File: src/sv/pctu8_pkg.sv
// Shared type, constants and helper function of the percent unescape block.
`default_nettype none
package pctu8_pkg;

   // Hex escape phase codes.
   localparam logic [1:0] PH_IDLE   = 2'd0;
   localparam logic [1:0] PH_FIRST  = 2'd1;
   localparam logic [1:0] PH_SECOND = 2'd2;

   // Character and byte constants.
   localparam logic [7:0] CHR_PERCENT = 8'h25;
   localparam logic [7:0] CHR_PLUS    = 8'h2B;
   localparam logic [7:0] CHR_SPACE   = 8'h20;
   localparam logic [7:0] BYTE_ASCII_MAX = 8'h7F;
   localparam logic [7:0] BYTE_CONT_LO   = 8'h80;
   localparam logic [7:0] BYTE_LEAD_LO   = 8'hC0;
   localparam logic [7:0] BYTE_LEAD3     = 8'hE0;
   localparam logic [7:0] BYTE_LEAD4     = 8'hF0;
   localparam logic [7:0] BYTE_LEAD_MAX  = 8'hF7;
   localparam logic [7:0] BYTE_PREFIX    = 8'hC2;
   localparam logic [7:0] REPL_0 = 8'hEF;
   localparam logic [7:0] REPL_1 = 8'hBF;
   localparam logic [7:0] REPL_2 = 8'hBD;

   // Bytes in the longest burst one input word can release.
   localparam int BURST_MAX = 4;
   localparam int QUEUE_DEPTH = 2;

   // One burst of result words caused by a single input word.
   typedef struct packed {
      logic [2:0]                 count;       // zero means a bare end marker
      logic [BURST_MAX-1:0][7:0]  bytes;
      logic                       last;
      logic                       valid;
   } burst_type;

   // Returns {is_digit, nibble}.
   function automatic logic [4:0] hex_digit(input logic [7:0] b);
      logic [4:0] r;
      r = 5'd0;
      if (b >= 8'h30 && b <= 8'h39) begin
         r = {1'b1, 4'(b - 8'h30)};
      end else if (b >= 8'h41 && b <= 8'h46) begin
         r = {1'b1, 4'(b - 8'h37)};
      end else if (b >= 8'h61 && b <= 8'h66) begin
         r = {1'b1, 4'(b - 8'h57)};
      end
      return r;
   endfunction

endpackage
`default_nettype wire

File: src/sv/pctu8_front.sv
// Front end: escape decoding and UTF-8 repair, one input word per cycle into bursts while the queue has room.
`default_nettype none
module pctu8_front
   import pctu8_pkg::*;
(
   input  wire logic       clock,
   input  wire logic       reset,
   input  wire logic       req_valid,
   output logic            req_ready,
   input  wire logic [7:0] req_in_byte,
   input  wire logic       req_in_last,
   output logic            push,
   output burst_type       push_burst,
   input  wire logic       queue_ready
);

   logic [1:0] phase_ff, phase_in;
   logic [3:0] nib_ff, nib_in;
   logic [7:0] held_ff [3];
   logic [1:0] held_cnt_ff, held_cnt_in;
   logic [1:0] cont_ff, cont_in;
   logic       ended_ff, ended_in;
   logic       invalid_ff, invalid_in;

   logic       held_we;
   logic [1:0] held_idx;
   logic       prod_en;
   logic [7:0] prod_c;
   logic [4:0] hd;
   logic       accept;
   logic [15:0] cp3;
   logic [20:0] cp4;
   burst_type  burst;

   assign req_ready = queue_ready;
   assign accept    = req_valid && req_ready;

   // Hex escape decoding and UTF-8 fixing for the current word.
   always_comb begin
      phase_in    = phase_ff;
      nib_in      = nib_ff;
      held_cnt_in = held_cnt_ff;
      cont_in     = cont_ff;
      ended_in    = ended_ff;
      invalid_in  = invalid_ff;
      held_we     = 1'b0;
      held_idx    = 2'd0;
      prod_en     = 1'b0;
      prod_c      = 8'd0;
      hd          = hex_digit(req_in_byte);
      burst       = '0;
      burst.bytes = {BURST_MAX{prod_c}};
      cp3         = 16'd0;
      cp4         = 21'd0;

      // Escape stage.
      if (!ended_ff) begin
         if (phase_ff == PH_FIRST || phase_ff == PH_SECOND) begin
            if (hd[4]) begin
               if (phase_ff == PH_SECOND) begin
                  prod_en  = 1'b1;
                  prod_c   = {nib_ff, hd[3:0]};
                  phase_in = PH_IDLE;
                  nib_in   = 4'd0;
               end else begin
                  phase_in = PH_SECOND;
                  nib_in   = hd[3:0];
               end
            end else begin
               phase_in = PH_IDLE;
               nib_in   = 4'd0;
               if (req_in_byte > BYTE_ASCII_MAX) begin
                  prod_en = 1'b1;
                  prod_c  = req_in_byte;
               end
            end
         end else begin
            phase_in = PH_IDLE;
            if (req_in_byte == CHR_PERCENT) begin
               phase_in = PH_FIRST;
               nib_in   = 4'd0;
            end else if (req_in_byte == CHR_PLUS) begin
               prod_en = 1'b1;
               prod_c  = CHR_SPACE;
            end else begin
               prod_en = 1'b1;
               prod_c  = req_in_byte;
            end
         end
      end

      // UTF-8 repair stage.
      if (prod_en) begin
         if (cont_ff != 2'd0) begin
            if (prod_c[7:6] == 2'b10) begin
               if (cont_ff == 2'd1) begin
                  // Sequence complete: release held bytes and this one.
                  burst.bytes = {BURST_MAX{prod_c}};
                  for (int i = 0; i < 3; i++) begin
                     if (2'(i) < held_cnt_ff) begin
                        burst.bytes[i] = held_ff[i];
                     end
                  end
                  burst.count = {1'b0, held_cnt_ff} + 3'd1;
                  cp3 = {held_ff[0][3:0], held_ff[1][5:0], prod_c[5:0]};
                  cp4 = {held_ff[0][2:0], held_ff[1][5:0], held_ff[2][5:0], prod_c[5:0]};
                  if (held_cnt_ff == 2'd1) begin
                     if (held_ff[0][4:1] == 4'd0) begin
                        invalid_in = 1'b1;
                     end
                  end else if (held_cnt_ff == 2'd2) begin
                     if (cp3 < 16'h0800 || cp3[15:11] == 5'b11011) begin
                        invalid_in = 1'b1;
                     end
                  end else begin
                     if (cp4 < 21'h010000 || cp4 > 21'h10FFFF) begin
                        invalid_in = 1'b1;
                     end
                  end
                  held_cnt_in = 2'd0;
                  cont_in     = 2'd0;
               end else begin
                  held_we     = 1'b1;
                  held_idx    = held_cnt_ff;
                  held_cnt_in = held_cnt_ff + 2'd1;
                  cont_in     = cont_ff - 2'd1;
               end
            end else begin
               // Interrupted sequence becomes the replacement character.
               burst.count    = 3'd3;
               burst.bytes[0] = REPL_0;
               burst.bytes[1] = REPL_1;
               burst.bytes[2] = REPL_2;
               held_cnt_in    = 2'd0;
               cont_in        = 2'd0;
            end
         end else if (prod_c == 8'd0) begin
            ended_in = 1'b1;
         end else if (prod_c <= BYTE_ASCII_MAX) begin
            burst.count    = 3'd1;
            burst.bytes[0] = prod_c;
         end else if (prod_c < BYTE_LEAD_LO) begin
            burst.count    = 3'd2;
            burst.bytes[0] = BYTE_PREFIX;
            burst.bytes[1] = prod_c;
         end else if (prod_c > BYTE_LEAD_MAX) begin
            burst.count = 3'd0;
         end else begin
            held_we     = 1'b1;
            held_idx    = 2'd0;
            held_cnt_in = 2'd1;
            if (prod_c < BYTE_LEAD3) begin
               cont_in = 2'd1;
            end else if (prod_c < BYTE_LEAD4) begin
               cont_in = 2'd2;
            end else begin
               cont_in = 2'd3;
            end
         end
      end

      burst.last  = req_in_last;
      burst.valid = !invalid_in;

      // The last word of a string returns everything to its idle state.
      if (req_in_last) begin
         phase_in    = PH_IDLE;
         nib_in      = 4'd0;
         held_cnt_in = 2'd0;
         cont_in     = 2'd0;
         ended_in    = 1'b0;
         invalid_in  = 1'b0;
      end
   end

   assign push       = accept && (burst.count != 3'd0 || req_in_last);
   assign push_burst = burst;

   // Control state.
   always_ff @(posedge clock) begin
      if (reset) begin
         phase_ff    <= PH_IDLE;
         nib_ff      <= 4'd0;
         held_cnt_ff <= 2'd0;
         cont_ff     <= 2'd0;
         ended_ff    <= 1'b0;
         invalid_ff  <= 1'b0;
      end else if (accept) begin
         phase_ff    <= phase_in;
         nib_ff      <= nib_in;
         held_cnt_ff <= held_cnt_in;
         cont_ff     <= cont_in;
         ended_ff    <= ended_in;
         invalid_ff  <= invalid_in;
      end
   end

   // Held sequence bytes, written before they are read.
   always_ff @(posedge clock) begin
      if (accept && held_we) begin
         held_ff[held_idx] <= prod_c;
      end
   end

endmodule
`default_nettype wire

File: src/sv/pctu8_queue.sv
// Two-entry burst queue between the front end and the output sequencer.
`default_nettype none
module pctu8_queue
   import pctu8_pkg::*;
(
   input  wire logic      clock,
   input  wire logic      reset,
   input  wire logic      push,
   input  burst_type      push_burst,
   output logic           push_ready,
   input  wire logic      pop,
   output logic           head_valid,
   output burst_type      head
);

   localparam int PTR_W = $clog2(QUEUE_DEPTH);
   localparam int CNT_W = $clog2(QUEUE_DEPTH + 1);

   burst_type           entry_ff [QUEUE_DEPTH];
   logic [PTR_W-1:0]    wr_ptr_ff, rd_ptr_ff;
   logic [CNT_W-1:0]    count_ff;
   logic                do_push, do_pop;

   assign push_ready = count_ff != CNT_W'(QUEUE_DEPTH);
   assign head_valid = count_ff != '0;
   assign head       = entry_ff[rd_ptr_ff];
   assign do_push    = push && push_ready;
   assign do_pop     = pop && head_valid;

   // Pointers and fill count.
   always_ff @(posedge clock) begin
      if (reset) begin
         wr_ptr_ff <= '0;
         rd_ptr_ff <= '0;
         count_ff  <= '0;
      end else begin
         if (do_push) begin
            wr_ptr_ff <= (wr_ptr_ff == PTR_W'(QUEUE_DEPTH - 1)) ? '0 : wr_ptr_ff + 1'b1;
         end
         if (do_pop) begin
            rd_ptr_ff <= (rd_ptr_ff == PTR_W'(QUEUE_DEPTH - 1)) ? '0 : rd_ptr_ff + 1'b1;
         end
         if (do_push && !do_pop) begin
            count_ff <= count_ff + 1'b1;
         end else if (do_pop && !do_push) begin
            count_ff <= count_ff - 1'b1;
         end
      end
   end

   // Entry storage.
   always_ff @(posedge clock) begin
      if (do_push) begin
         entry_ff[wr_ptr_ff] <= push_burst;
      end
   end

endmodule
`default_nettype wire

File: src/sv/pctu8_back.sv
// Output sequencer: walks one burst out as individual result words.
`default_nettype none
module pctu8_back
   import pctu8_pkg::*;
(
   input  wire logic       clock,
   input  wire logic       reset,
   input  wire logic       head_valid,
   input  burst_type       head,
   output logic            pop,
   output logic            rsp_valid,
   input  wire logic       rsp_ready,
   output logic [7:0]      rsp_out_byte,
   output logic            rsp_byte_present,
   output logic            rsp_end_of_string,
   output logic            rsp_string_valid
);

   logic [1:0] idx_ff, idx_in;
   logic [2:0] words;
   logic       final_word;
   logic       accept;

   // A burst with no bytes still yields one end marker word.
   assign words      = (head.count == 3'd0) ? 3'd1 : head.count;
   assign final_word = ({1'b0, idx_ff} == words - 3'd1);
   assign accept     = rsp_valid && rsp_ready;
   assign pop        = accept && final_word;
   assign idx_in     = final_word ? 2'd0 : idx_ff + 2'd1;

   assign rsp_valid         = head_valid;
   assign rsp_byte_present  = head.count != 3'd0;
   assign rsp_out_byte      = rsp_byte_present ? head.bytes[idx_ff] : 8'd0;
   assign rsp_end_of_string = head.last && final_word;
   assign rsp_string_valid  = head.last && final_word && head.valid;

   // Position within the current burst.
   always_ff @(posedge clock) begin
      if (reset) begin
         idx_ff <= 2'd0;
      end else if (accept) begin
         idx_ff <= idx_in;
      end
   end

endmodule
`default_nettype wire

File: src/sv/percent_unescape_utf8_repair.sv
// Top level of the percent unescape and UTF-8 repair block.
//
//  channel | direction | handshake             | payload
//  req     | in        | req_valid/req_ready   | req_in_byte[7:0], req_in_last
//  rsp     | out       | rsp_valid/rsp_ready   | rsp_out_byte[7:0], rsp_byte_present,
//          |           |                       | rsp_end_of_string, rsp_string_valid
//
// The front end decodes one input word per cycle while the queue has room and
// pushes the burst it causes (one to four bytes, or a bare end marker) into a
// two-entry queue. The output sequencer sends one result word per cycle while
// rsp_ready is high and pops a burst with its last word; single-byte traffic
// runs at one a cycle; a burst is registered in the queue before it is sent.
// Reset is synchronous; it empties the queue and clears all control state.
// A stall on rsp backs up the queue; req_ready drops only when the queue is full.
`default_nettype none
module percent_unescape_utf8_repair
   import pctu8_pkg::*;
(
   input  wire logic       clock,
   input  wire logic       reset,
   input  wire logic       req_valid,
   output logic            req_ready,
   input  wire logic [7:0] req_in_byte,
   input  wire logic       req_in_last,
   output logic            rsp_valid,
   input  wire logic       rsp_ready,
   output logic [7:0]      rsp_out_byte,
   output logic            rsp_byte_present,
   output logic            rsp_end_of_string,
   output logic            rsp_string_valid
);

   logic      push, queue_ready, pop, head_valid;
   burst_type push_burst, head;

   pctu8_front u_front (
      .clock       (clock),
      .reset       (reset),
      .req_valid   (req_valid),
      .req_ready   (req_ready),
      .req_in_byte (req_in_byte),
      .req_in_last (req_in_last),
      .push        (push),
      .push_burst  (push_burst),
      .queue_ready (queue_ready)
   );

   pctu8_queue u_queue (
      .clock      (clock),
      .reset      (reset),
      .push       (push),
      .push_burst (push_burst),
      .push_ready (queue_ready),
      .pop        (pop),
      .head_valid (head_valid),
      .head       (head)
   );

   pctu8_back u_back (
      .clock             (clock),
      .reset             (reset),
      .head_valid        (head_valid),
      .head              (head),
      .pop               (pop),
      .rsp_valid         (rsp_valid),
      .rsp_ready         (rsp_ready),
      .rsp_out_byte      (rsp_out_byte),
      .rsp_byte_present  (rsp_byte_present),
      .rsp_end_of_string (rsp_end_of_string),
      .rsp_string_valid  (rsp_string_valid)
   );

endmodule
`default_nettype wire

File: config.mk
export PLATFORM = sky130hd
export DESIGN_NAME = percent_unescape_utf8_repair
export DESIGN_NICKNAME = d
export VERILOG_FILES = /design/src/sv/pctu8_pkg.sv /design/src/sv/pctu8_front.sv /design/src/sv/pctu8_queue.sv /design/src/sv/pctu8_back.sv /design/src/sv/percent_unescape_utf8_repair.sv
export SDC_FILE = /design/constraint.sdc
export NUM_CORES = 1
export LEC_CHECK = 0
export BUFFER_PORTS_ARGS = -buffer_cell sky130_fd_sc_hd__buf_4
export CAP_MARGIN = 25
export CORE_MARGIN = 1.5
export CORE_UTILIZATION = 40
export CTS_CLUSTER_SIZE = 28
export DETAILED_ROUTE_END_ITERATION = 8
export PLACE_DENSITY = 0.56
export SYNTH_ARGS = -nofsm -noshare
export SYNTH_HDL_FRONTEND = slang
export SYNTH_SLANG_ARGS = --single-unit
File: constraint.sdc
create_clock -name clock -period 5.3 [get_ports clock]
set_clock_uncertainty 0.15 [all_clocks]
set_input_delay 0.265 -clock clock [delete_from_list [all_inputs] [get_ports clock]]
set_output_delay 0.265 -clock clock [all_outputs]
set_load 0.05 [all_outputs]
* After elaboration in Yosys (flattened, before gate mapping)
Memory sizes are Yosys's and may differ from the RTL's. A register that Yosys moved wholly into a read port is not among the register bits. Cells that the tools add are included.
Word-level totals: memories 2, output and inout bits 13, bits in writable memories 98, register bits 18, word-level logic and storage cells 203
Operators by class: equality and inequality tests 17, $lt $le $gt $ge 19, $add $sub $neg 12, mux-type cells 107, reductions and logical operators 36
Memory list:
- u_queue.entry_ff | depth 2, bits a word 37, rd ports 1, clocked after Yosys merged registers in 1, write ports 1, RTL line pctu8_queue.sv:19 | burst_type entry_ff [QUEUE_DEPTH];
- u_front.held_ff | depth 3, bits a word 8, rd ports 3, clocked after Yosys merged registers in 0, write ports 1, RTL line pctu8_front.sv:19 | logic [7:0] held_ff [3];
Operator list (count):
- $mux 8 | 15
- $mux 35 | 2
- $mux 16 | 4
- $mux 2 | 32
- $mux 1 | 38
- $le 8x7->1 const B | 3
- $lt 8x8->1 const B | 3
- $mux 24 | 1
- $mux 4 | 6
- $gt 21x21->1 const B | 1
- $lt 21x17->1 const B | 1
- $bmux 8 s2 | 1
- $eq 8x6->1 const B | 2
- $ge 8x7->1 const B | 2
- $lt 16x12->1 const B | 1
- $mux 3 | 5
- $mux 5 | 3
- $logic_and 1x1->1 | 14
- $ne 3x2->1 const B | 4
- $reduce_bool 2->1 | 5
- $reduce_bool 3->1 | 3
- $ge 8x6->1 const B | 1
- $gt 8x7->1 const B | 1
- $gt 8x8->1 const B | 1
- other kinds (25) | 42

* Logic depth before layout (Yosys ltp)
Gate-level depths: netlist (run 1).
word-level depth 23, mapped depth 15

* Hierarchy
From an unflattened synthesis (run 1), not the netlist that was laid out.
Second synthesis, totals: cells, all modules 550, area, all modules 6312.3 µm²
Modules (own cells, without submodules):
- pctu8_front | instances 1, area each 2959.1 µm², cells an instance 365
- pctu8_queue | instances 1, area each 2889.0 µm², cells an instance 139
- pctu8_back | instances 1, area each 464.2 µm², cells an instance 46

* Least setup slack after synthesis (run 1)
Ideal clock, no wire load.
kind register to register, start register u_front.phase_ff[0], end memory u_queue.entry_ff[0][0] in the netlist's numbering (enable), path buffers 1, arrival time 4.000 ns, library setup time 0.436 ns, required time 4.714 ns, period minus slack after synthesis 4.585 ns, stages on the path, launching flop included 13, path slack 0.715 ns, cells stage by stage dfxtp_1 -> inv_1 -> ha_1 -> nor2_1 -> and3_1 -> a21oi_1 -> o31a_1 -> o21ai_2 -> nand2b_1 -> buf_2 -> o21a_1 -> a31oi_2 -> nor2b_1
Between the ends: cells in the longest elaborated chain, start to end 17, elaborated cells between the ends (all ways) 27, those cells by class order compare (2); eq/ne (3); mux (16); reduce/logical (6)
Ends and longest elaborated chain:
- start, declared | RTL line pctu8_front.sv:17 | logic [1:0] phase_ff, phase_in;
- start signal, assigned | RTL line pctu8_front.sv:189 | phase_ff <= phase_in;
- $eq 2x2->1 | RTL line pctu8_front.sv:58, pctu8_front.sv:60
- $mux 8 | RTL line pctu8_front.sv:60 | if (phase_ff == PH_SECOND) begin
- $mux 8 | RTL line pctu8_front.sv:59 | if (hd[4]) begin
- $mux 8 | RTL line pctu8_front.sv:58 | if (phase_ff == PH_FIRST || phase_ff == PH_SECOND) begin
- $mux 8 | RTL line pctu8_front.sv:57 | if (!ended_ff) begin
- $lt 8x8->1 | RTL line pctu8_front.sv:142 | end else if (prod_c < BYTE_LEAD_LO) begin
- $mux 2 | RTL line pctu8_front.sv:142
- $mux 3 | RTL line pctu8_front.sv:139 | end else if (prod_c <= BYTE_ASCII_MAX) begin
- [2 not listed]
- $mux 35 * | RTL line pctu8_front.sv:93 | if (prod_en) begin
- $reduce_bool 3->1 * | RTL line pctu8_front.sv:176 | assign push = accept && (burst.count != 3'd0 || req_in_last);
- $logic_or 1x1->1 * | RTL line pctu8_front.sv:176
- $logic_and 1x1->1 * | RTL line pctu8_front.sv:176
- $logic_and 1x1->1 * | RTL line pctu8_queue.sv:27 | assign do_push = push && push_ready;
- net u_queue.do_push | RTL line pctu8_queue.sv:22 | logic do_push, do_pop;
- $mux 1 * | RTL line pctu8_queue.sv:53 | if (do_push) begin
- $mux 1 (not written as such) * | RTL line pctu8_queue.sv:54 | entry_ff[wr_ptr_ff] <= push_burst;
- end, declared | RTL line pctu8_queue.sv:19
The timed path passes the listed nets; every way through them passes the cells marked *.

* Worst setup path after layout (run 1)
start register u_front.phase_ff[0], end register u_queue.count_ff[1]
Between the ends: cells in the longest elaborated chain, start to end 18, elaborated cells between the ends (all ways) 30, those cells by class order compare (2); eq/ne (3); mux (15); reduce/logical (10)
Ends and longest elaborated chain:
- $eq 2x2->1 | RTL line pctu8_front.sv:58, pctu8_front.sv:60
- $mux 8 | RTL line pctu8_front.sv:60
- $mux 8 | RTL line pctu8_front.sv:59
- $mux 8 | RTL line pctu8_front.sv:58
- $mux 8 | RTL line pctu8_front.sv:57
- $lt 8x8->1 | RTL line pctu8_front.sv:142
- $mux 2 | RTL line pctu8_front.sv:142
- $mux 3 | RTL line pctu8_front.sv:139
- [3 not listed]
- $reduce_bool 3->1 * | RTL line pctu8_front.sv:176
- $logic_or 1x1->1 * | RTL line pctu8_front.sv:176
- $logic_and 1x1->1 * | RTL line pctu8_front.sv:176
- $logic_and 1x1->1 * | RTL line pctu8_queue.sv:27
- net u_queue.do_push | RTL line pctu8_queue.sv:22
- $logic_not 1->1 | RTL line pctu8_queue.sv:45 | end else if (do_pop && !do_push) begin
- $logic_and 1x1->1 | RTL line pctu8_queue.sv:45
- $reduce_bool 2->1 (no line)
- end signal, assigned | RTL line pctu8_queue.sv:44 | count_ff <= count_ff + 1'b1;
- end signal, assigned | RTL line pctu8_queue.sv:46 | count_ff <= count_ff - 1'b1;
- end, declared | RTL line pctu8_queue.sv:21 | logic [CNT_W-1:0] count_ff;
Marked as above. A chain may end at the register's enable or synchronous reset.

==> results of run 1 <==
==> power groups by stage <==
stage               combinational (mW)  clock [mW]  sequential, mW
floorplan                        0.581           0            1.20
global placement                 0.758           0            1.22
detailed placement               0.763           0            1.23
CTS                              0.766        1.12            1.21
global route                     0.822        1.15            1.22
finish                           0.761        1.10            1.21
==> per-layer routing <==
metal  vias up  global-route usage (%)  share of wire (%)
met5         -                       0                  0
met4         0                    7.51                1.7
met3        20                    3.65                4.7
met2       127                    28.9                 47
met1      2140                    25.8                 47
li1       2015                       -                  -
==> metrics by stage <==
stage / cells / setup WS, ns / utilization [%] / cell area, µm²
after detailed placement: 708 / 1.28 / 43.9 / 6450
after global routing: 740 / 1.00 / 47.8 / 7020
after floorplan: 517 / 0.715 / - / 6080
after global placement: 708 / 1.43 / 43.9 / 6450
after CTS: 740 / 1.27 / 47.8 / 7020
final: 740 / 1.22 / 47.8 / 7020
==> worst paths after layout <==
kind	from	endpoint	slack (ns)	cells after the start
max	u_front.phase_ff[0]	u_queue.count_ff[1]	1.22	13
min	req_in_last	u_queue.entry_ff[0][1]	0.02	1
max reg2reg	u_front.phase_ff[0]	u_queue.count_ff[1]	1.22	13
min reg2reg	u_front.nib_ff[1]	u_front.nib_ff[1]	0.31	2
==> Yosys cell counts (all sizes together), types with 3 or more instances <==
| cell type | count |
|---|---|
| dfxtp | 19 |
| a21o | 6 |
| and2 | 5 |
| o21a | 4 |
| a22o | 6 |
| nand2b | 8 |
| inv | 24 |
| nor2b | 8 |
| o211ai | 6 |
| a21oi | 44 |
| a32oi | 3 |
| clkbuf | 15 |
| nand2 | 45 |
| nor4 | 6 |
| nand3 | 7 |
| buf | 10 |
| nand3b | 3 |
| mux2i | 16 |
| a221oi | 5 |
| edfxtp | 98 |
| and3 | 3 |
| mux4 | 16 |
| xor2 | 5 |
| a22oi | 5 |
| or3 | 5 |
| xnor2 | 3 |
| a31oi | 8 |
| ha | 13 |
| o21ai | 23 |
| nor2 | 52 |
| o31ai | 3 |
| nor3 | 12 |
==> cell type report <==
type | count | area [µm²] | share of cell area [%]
sequential | 117 | 3320 | 47.3
multi-input combinational | 351 | 2560 | 36.5
clock inverter | 15 | 149 | 2.12
tap | 184 | 230 | 3.28
inverter | 24 | 90.1 | 1.28
timing repair buffer | 32 | 240 | 3.42
clock buffer | 17 | 425 | 6.06
==> sequential cells by signal, summed over array words and instances (netlist names), 2 cells and up, named ones only <==
register,flops
u_back.idx_ff,2
u_front.cont_ff,2
u_front.held_cnt_ff,2
u_front.held_ff,24
u_front.nib_ff,4
u_front.phase_ff,2
u_queue.count_ff,2
u_queue.entry_ff,74
==> logic make-up after synthesis <==
logic type / synth area share [%]
muxes: 8.75
adders and majority gates: 2.68
DFF: 54.7
xor gates and xnor gates: 1.15
and+or+nand+nor: 13.7
AOI/OAI and AO/OA: 15.6
buffers and inverters: 3.36
other: 0.0617
==> cells in the final DEF (no fill, tap or decap), drive strengths merged, types with 6 or more instances in the layout <==
cell and n:
a21o 6, a21oi 44, a22o 6, a31oi 8
buf 32, clkbuf 17, dfxtp 19, edfxtp 98
ha 13, inv 29, mux2i 16, mux4 16
nand2 45, nand2b 8, nand3 7, nor2 52
nor2b 8, nor3 12, nor4 6, o211ai 6
o21ai 23
==> critical path, stage by stage, from the launching register on <==
cell	delay [ns]
dfxtp_1	0.33
inv_1	0.05
ha_1	0.48
nor2_1	0.35
and3_1	0.27
a21oi_1	0.08
o31a_1	0.32
nor3_2	0.57
a22oi_1	0.28
o31ai_4	0.14
a31oi_2	0.17
ha_1	0.34
or3_1	0.35
a21oi_1	0.13
==> impl_metrics.tcl, run 1 <==
set metrics [dict create \
    cts_tree "built" \
    setup_tns_ns 0 \
    cp-start-kind "flip-flop" \
    ys_types 79 \
    die_area_um2 15900 \
    grt_pass1_wl_um 22600 \
    synthFlopType "edfxtp_1" \
    slew_headroom_pct 33.7 \
    post-cts-setup-buffers 0 \
    syn-cell-area_um2 6080 \
    p_clk_share_pct 35.8 \
    core-area_um2 14700 \
    total_power_mw 3.07 \
    hold_viol_final 0 \
    dp_hpwl_um 9680 \
    clk_pin_slew_ns 0.06 \
    synthTopCellsByArea "edfxtp_1 48%, dfxtp_1 6.3%, mux4_2 5.9%, a21oi_1 3.4%, nor2_1 3.2%" \
    critPathRequiredTime_ns 5.50 \
    ant_nets 0 \
    layout-drive-gt1-share_pct 19.4 \
    grt_max_degree 38 \
    ctsHoldBuffers 0 \
    end_kind "flip-flop" \
    async_reset_ff_share_pct 0 \
    synth_area_leader_cell "edfxtp_1" \
    arrival_ns 4.28 \
    swShare_pct 32.4 \
    leakage_nw 2.43 \
    vias 4302 \
    cts_max_level 4 \
    clk_latency_ns 0.41 \
    place_congestion 0.897 \
    synth-seq-cells 117 \
    p_switching_mw 0.993 \
    ys_seq_area_share_pct 54.7 \
    seq_power_share_pct 39.4 \
    grt_overflow_total 0 \
    setup-violations-final 0 \
    ys_warn_count 0 \
    start_util_pct 41.4 \
    ctsResizeCount 0 \
    power_density_nw_per_um2 437 \
    routed_wirelength_um 14100 \
    vias_per_cell 5.81 \
    route.detailed.drc 0 \
    fp.dieH_um 126 \
    period_share_pct 77.1 \
    clockBufferDepth 2 \
    min_path_type "input pin to flip-flop" \
    fillers 1315 \
    rsz0062_at_grt "no" \
    timing.hold.ws_ns 0.0198 \
    yosysTopAreaCellShare_pct 48.4 \
    crit_fanout 15 \
    drt-pass1-iter-count 5 \
    max-cap-violations 0 \
    min_period_ns 4.08 \
    power_frac_comb_pct 24.8 \
    outcome "finished clean" \
    worst_pin_slew_ns 0.993 \
    drt_iter0_markers 457 \
    port_buffers 25 \
    rows 44 \
    syn_avg_cell_area_um2 11.8 \
    intPower_mw 2.07 \
    nets 569 \
    track_usage_pct 18.6 \
    fmax_ghz 0.245 \
    diodes 0 \
    final-max-slew-violation-count 0 \
    critPathKind "flip-flop to flip-flop" \
    fp.dieW_um 126 \
    netlist_instances 516 \
    num_io_pins 26 \
    synth_edf_count 98 \
    cts_buffers 17 \
    grt_pass1_vias 4165 \
    antenna_found_initial 0 \
    avgRoutedWirePerCell_um 19.0 \
    ir_drop_mv 0.233 \
    cts_root_buffer "clkbuf_16" \
    cts.sinks 117 \
    area_growth_syn_to_layout_pct 15.5 \
]
Note: power is estimated with default switching activity, not from simulation.
==> run 2: changes to the inputs <==
--- a/config.mk
+++ b/config.mk
@@ -11,7 +11,7 @@
 export CORE_UTILIZATION = 40
 export CTS_CLUSTER_SIZE = 28
 export DETAILED_ROUTE_END_ITERATION = 8
-export PLACE_DENSITY = 0.56
+export PLACE_DENSITY = 0.58
 export SYNTH_ARGS = -nofsm -noshare
 export SYNTH_HDL_FRONTEND = slang
 export SYNTH_SLANG_ARGS = --single-unit
==> constraint.sdc (replaced) <==
create_clock -name clock -period 3.45 [get_ports clock]
set_clock_uncertainty 0.15 [all_clocks]
set_input_delay 0.1725 -clock clock [delete_from_list [all_inputs] [get_ports clock]]
set_output_delay 0.1725 -clock clock [all_outputs]
set_load 0.05 [all_outputs]
==> impl_metrics.tcl, run 2 (synthesis gave the netlist of run 1 again) <==
set metrics [dict create \
    outcome "finished clean" \
    vias_per_cell 5.59 \
    timing.hold.ws_ns 0.0172 \
    fp.dieW_um 126 \
    slew_headroom_pct 50.3 \
    path_buf_inv 1 \
    mostFrequentLayoutCells "98 x edfxtp_1, 58 x buf_4, 51 x nor2_1" \
    crit_path_end "u_queue.count_ff[1]" \
    cp-start-kind "flip-flop" \
    setup_tns_ns 0 \
    critPathRequiredTime_ns 3.64 \
    largest-register "u_queue.entry_ff" \
    path_depth 13 \
    min_period_ns 3.24 \
    clk_latency_ns 0.41 \
    cts_buffers 17 \
    crit_path_top_delay_cell "o31a_1" \
    crit_start "u_front.phase_ff[0]" \
    setup-violations-final 0 \
    reg_top3 "u_queue.entry_ff x74, u_front.held_ff x24, u_front.nib_ff x4" \
    rr_endpoint "u_queue.count_ff[1]" \
    num_io_pins 26 \
    whs_path_depth 4 \
    worst_pin_slew_ns 0.743 \
    port_buffers 25 \
    antenna_found_initial 0 \
    start_util_pct 41.4 \
    nets 599 \
    fmax_ghz 0.309 \
    layout-drive-gt1-share_pct 23.9 \
    cts.sinks 117 \
    cts_tree "built" \
    min_path_type "input pin to flip-flop" \
    track_usage_pct 18.9 \
    final-max-slew-violation-count 0 \
    ant_nets 0 \
    leakage_nw 2.59 \
    path_delay_family "compound AO/OA/AOI/OAI gates" \
    drt_iter0_markers 340 \
    period_share_pct 93.8 \
    crit_fanout 8 \
    clk_pin_slew_ns 0.06 \
    grt_pass1_wl_um 23300 \
    diodes 0 \
    layout_commonest_cell "edfxtp_1" \
    rsz0062_at_grt "no" \
    rows 44 \
    cts_root_buffer "clkbuf_16" \
    crit_top_cell "a21oi_1" \
    place_congestion 0.877 \
    area_growth_syn_to_layout_pct 20.6 \
    cpPeakStageDelay_ns 0.37 \
    max-cap-violations 0 \
    end_kind "flip-flop" \
    ff2ff_setup_slack_ns 0.21 \
    fp.dieH_um 126 \
    grt_overflow_total 0 \
    rr_worst_depth 13 \
    drt-pass1-iter-count 5 \
    clockBufferDepth 2 \
    route.detailed.drc 0 \
    worstReg2RegStart "u_front.phase_ff[0]" \
    avgRoutedWirePerCell_um 18.4 \
    critPathKind "flip-flop to flip-flop" \
    cts_max_level 4 \
    arrival_ns 3.42 \
    core-area_um2 14700 \
    hold_viol_final 0 \
    power_density_nw_per_um2 652 \
    worstPathCellList "inv_1, ha_4, nor2_4, and3_4, a21oi_1, o31a_1, o21ai_2, nand2b_1, o21a_1, a31oi_4, ha_1, or3_1, a21oi_1" \
    largest_reg_flops 74 \
    grt_max_degree 38 \
    ir_drop_mv 0.361 \
    die_area_um2 15900 \
    routed_wirelength_um 14200 \
    vias 4307 \
    dp_hpwl_um 9970 \
    grt_pass1_vias 4398 \
]
[run 2: worst min-delay path: stages]
cell and delay [ns]:
buf_4 0.11, nand2_1 0.10, a21oi_1 0.08, nor2_1 0.07
[run 2: where the power goes]
group	internal [mW]	switching, mW	total [mW]
sequential	1.76	0.0682	1.83
combinational	0.463	0.801	1.26
clock	1.06	0.624	1.68
total	3.28	1.49	4.78
[run 2: what timing repair did]
action | 4_1_cts | 5_1_grt
setup buffers | 0 | 1
setup endpoints to repair | 1 | 75
pin swaps | 0 | 2
hold endpoints to repair | 20 | 0
gates resized for setup | 2 | 7
hold buffers | 2 | 0
[run 2: layout make-up]
cell class                 instances  area (µm²)
fill                            1314        7370
sequential                       117        3320
multi-input combinational        351        2630
timing repair buffer              62         495
clock buffer                      19         433
tap                              184         230
clock inverter                    13         133
inverter                          24        90.1
[run 2: worst min-delay path by stage]
stage                       start  slack [ns]                     end
2_1_floorplan         req_in_last        0.12  u_queue.entry_ff[0][1]
3_3_place_gp   u_front.cont_ff[1]        0.29      u_front.cont_ff[1]
3_5_place_dp   u_front.cont_ff[1]        0.30      u_front.cont_ff[1]
4_1_cts                 rsp_ready       0.004        u_back.idx_ff[0]
5_1_grt                 rsp_ready        0.08        u_back.idx_ff[0]
6_report                rsp_ready        0.02        u_back.idx_ff[0]
[run 2: through the flow]
stage               power, mW  instances  setup WS [ns]  instance area, µm²  utilization, %
floorplan                2.75        517         0.0327                6110               -
global placement         3.09        735        -0.0273                6690            45.5
detailed placement       3.12        735         0.0210                6690            45.5
CTS                      4.80        769         0.0597                7290            49.6
global route             4.99        770         0.0572                7330            49.9
finish                   4.78        770          0.215                7330            49.9
[run 2: per-layer routing]
layer | vias up | share of wire, % | global-route usage [%]
li1 | 2069 | - | -
met4 | 0 | 1.7 | 7.37
met2 | 124 | 47 | 29.3
met1 | 2093 | 47 | 26.0
met5 | - | 0 | 0
met3 | 21 | 4.7 | 4.46
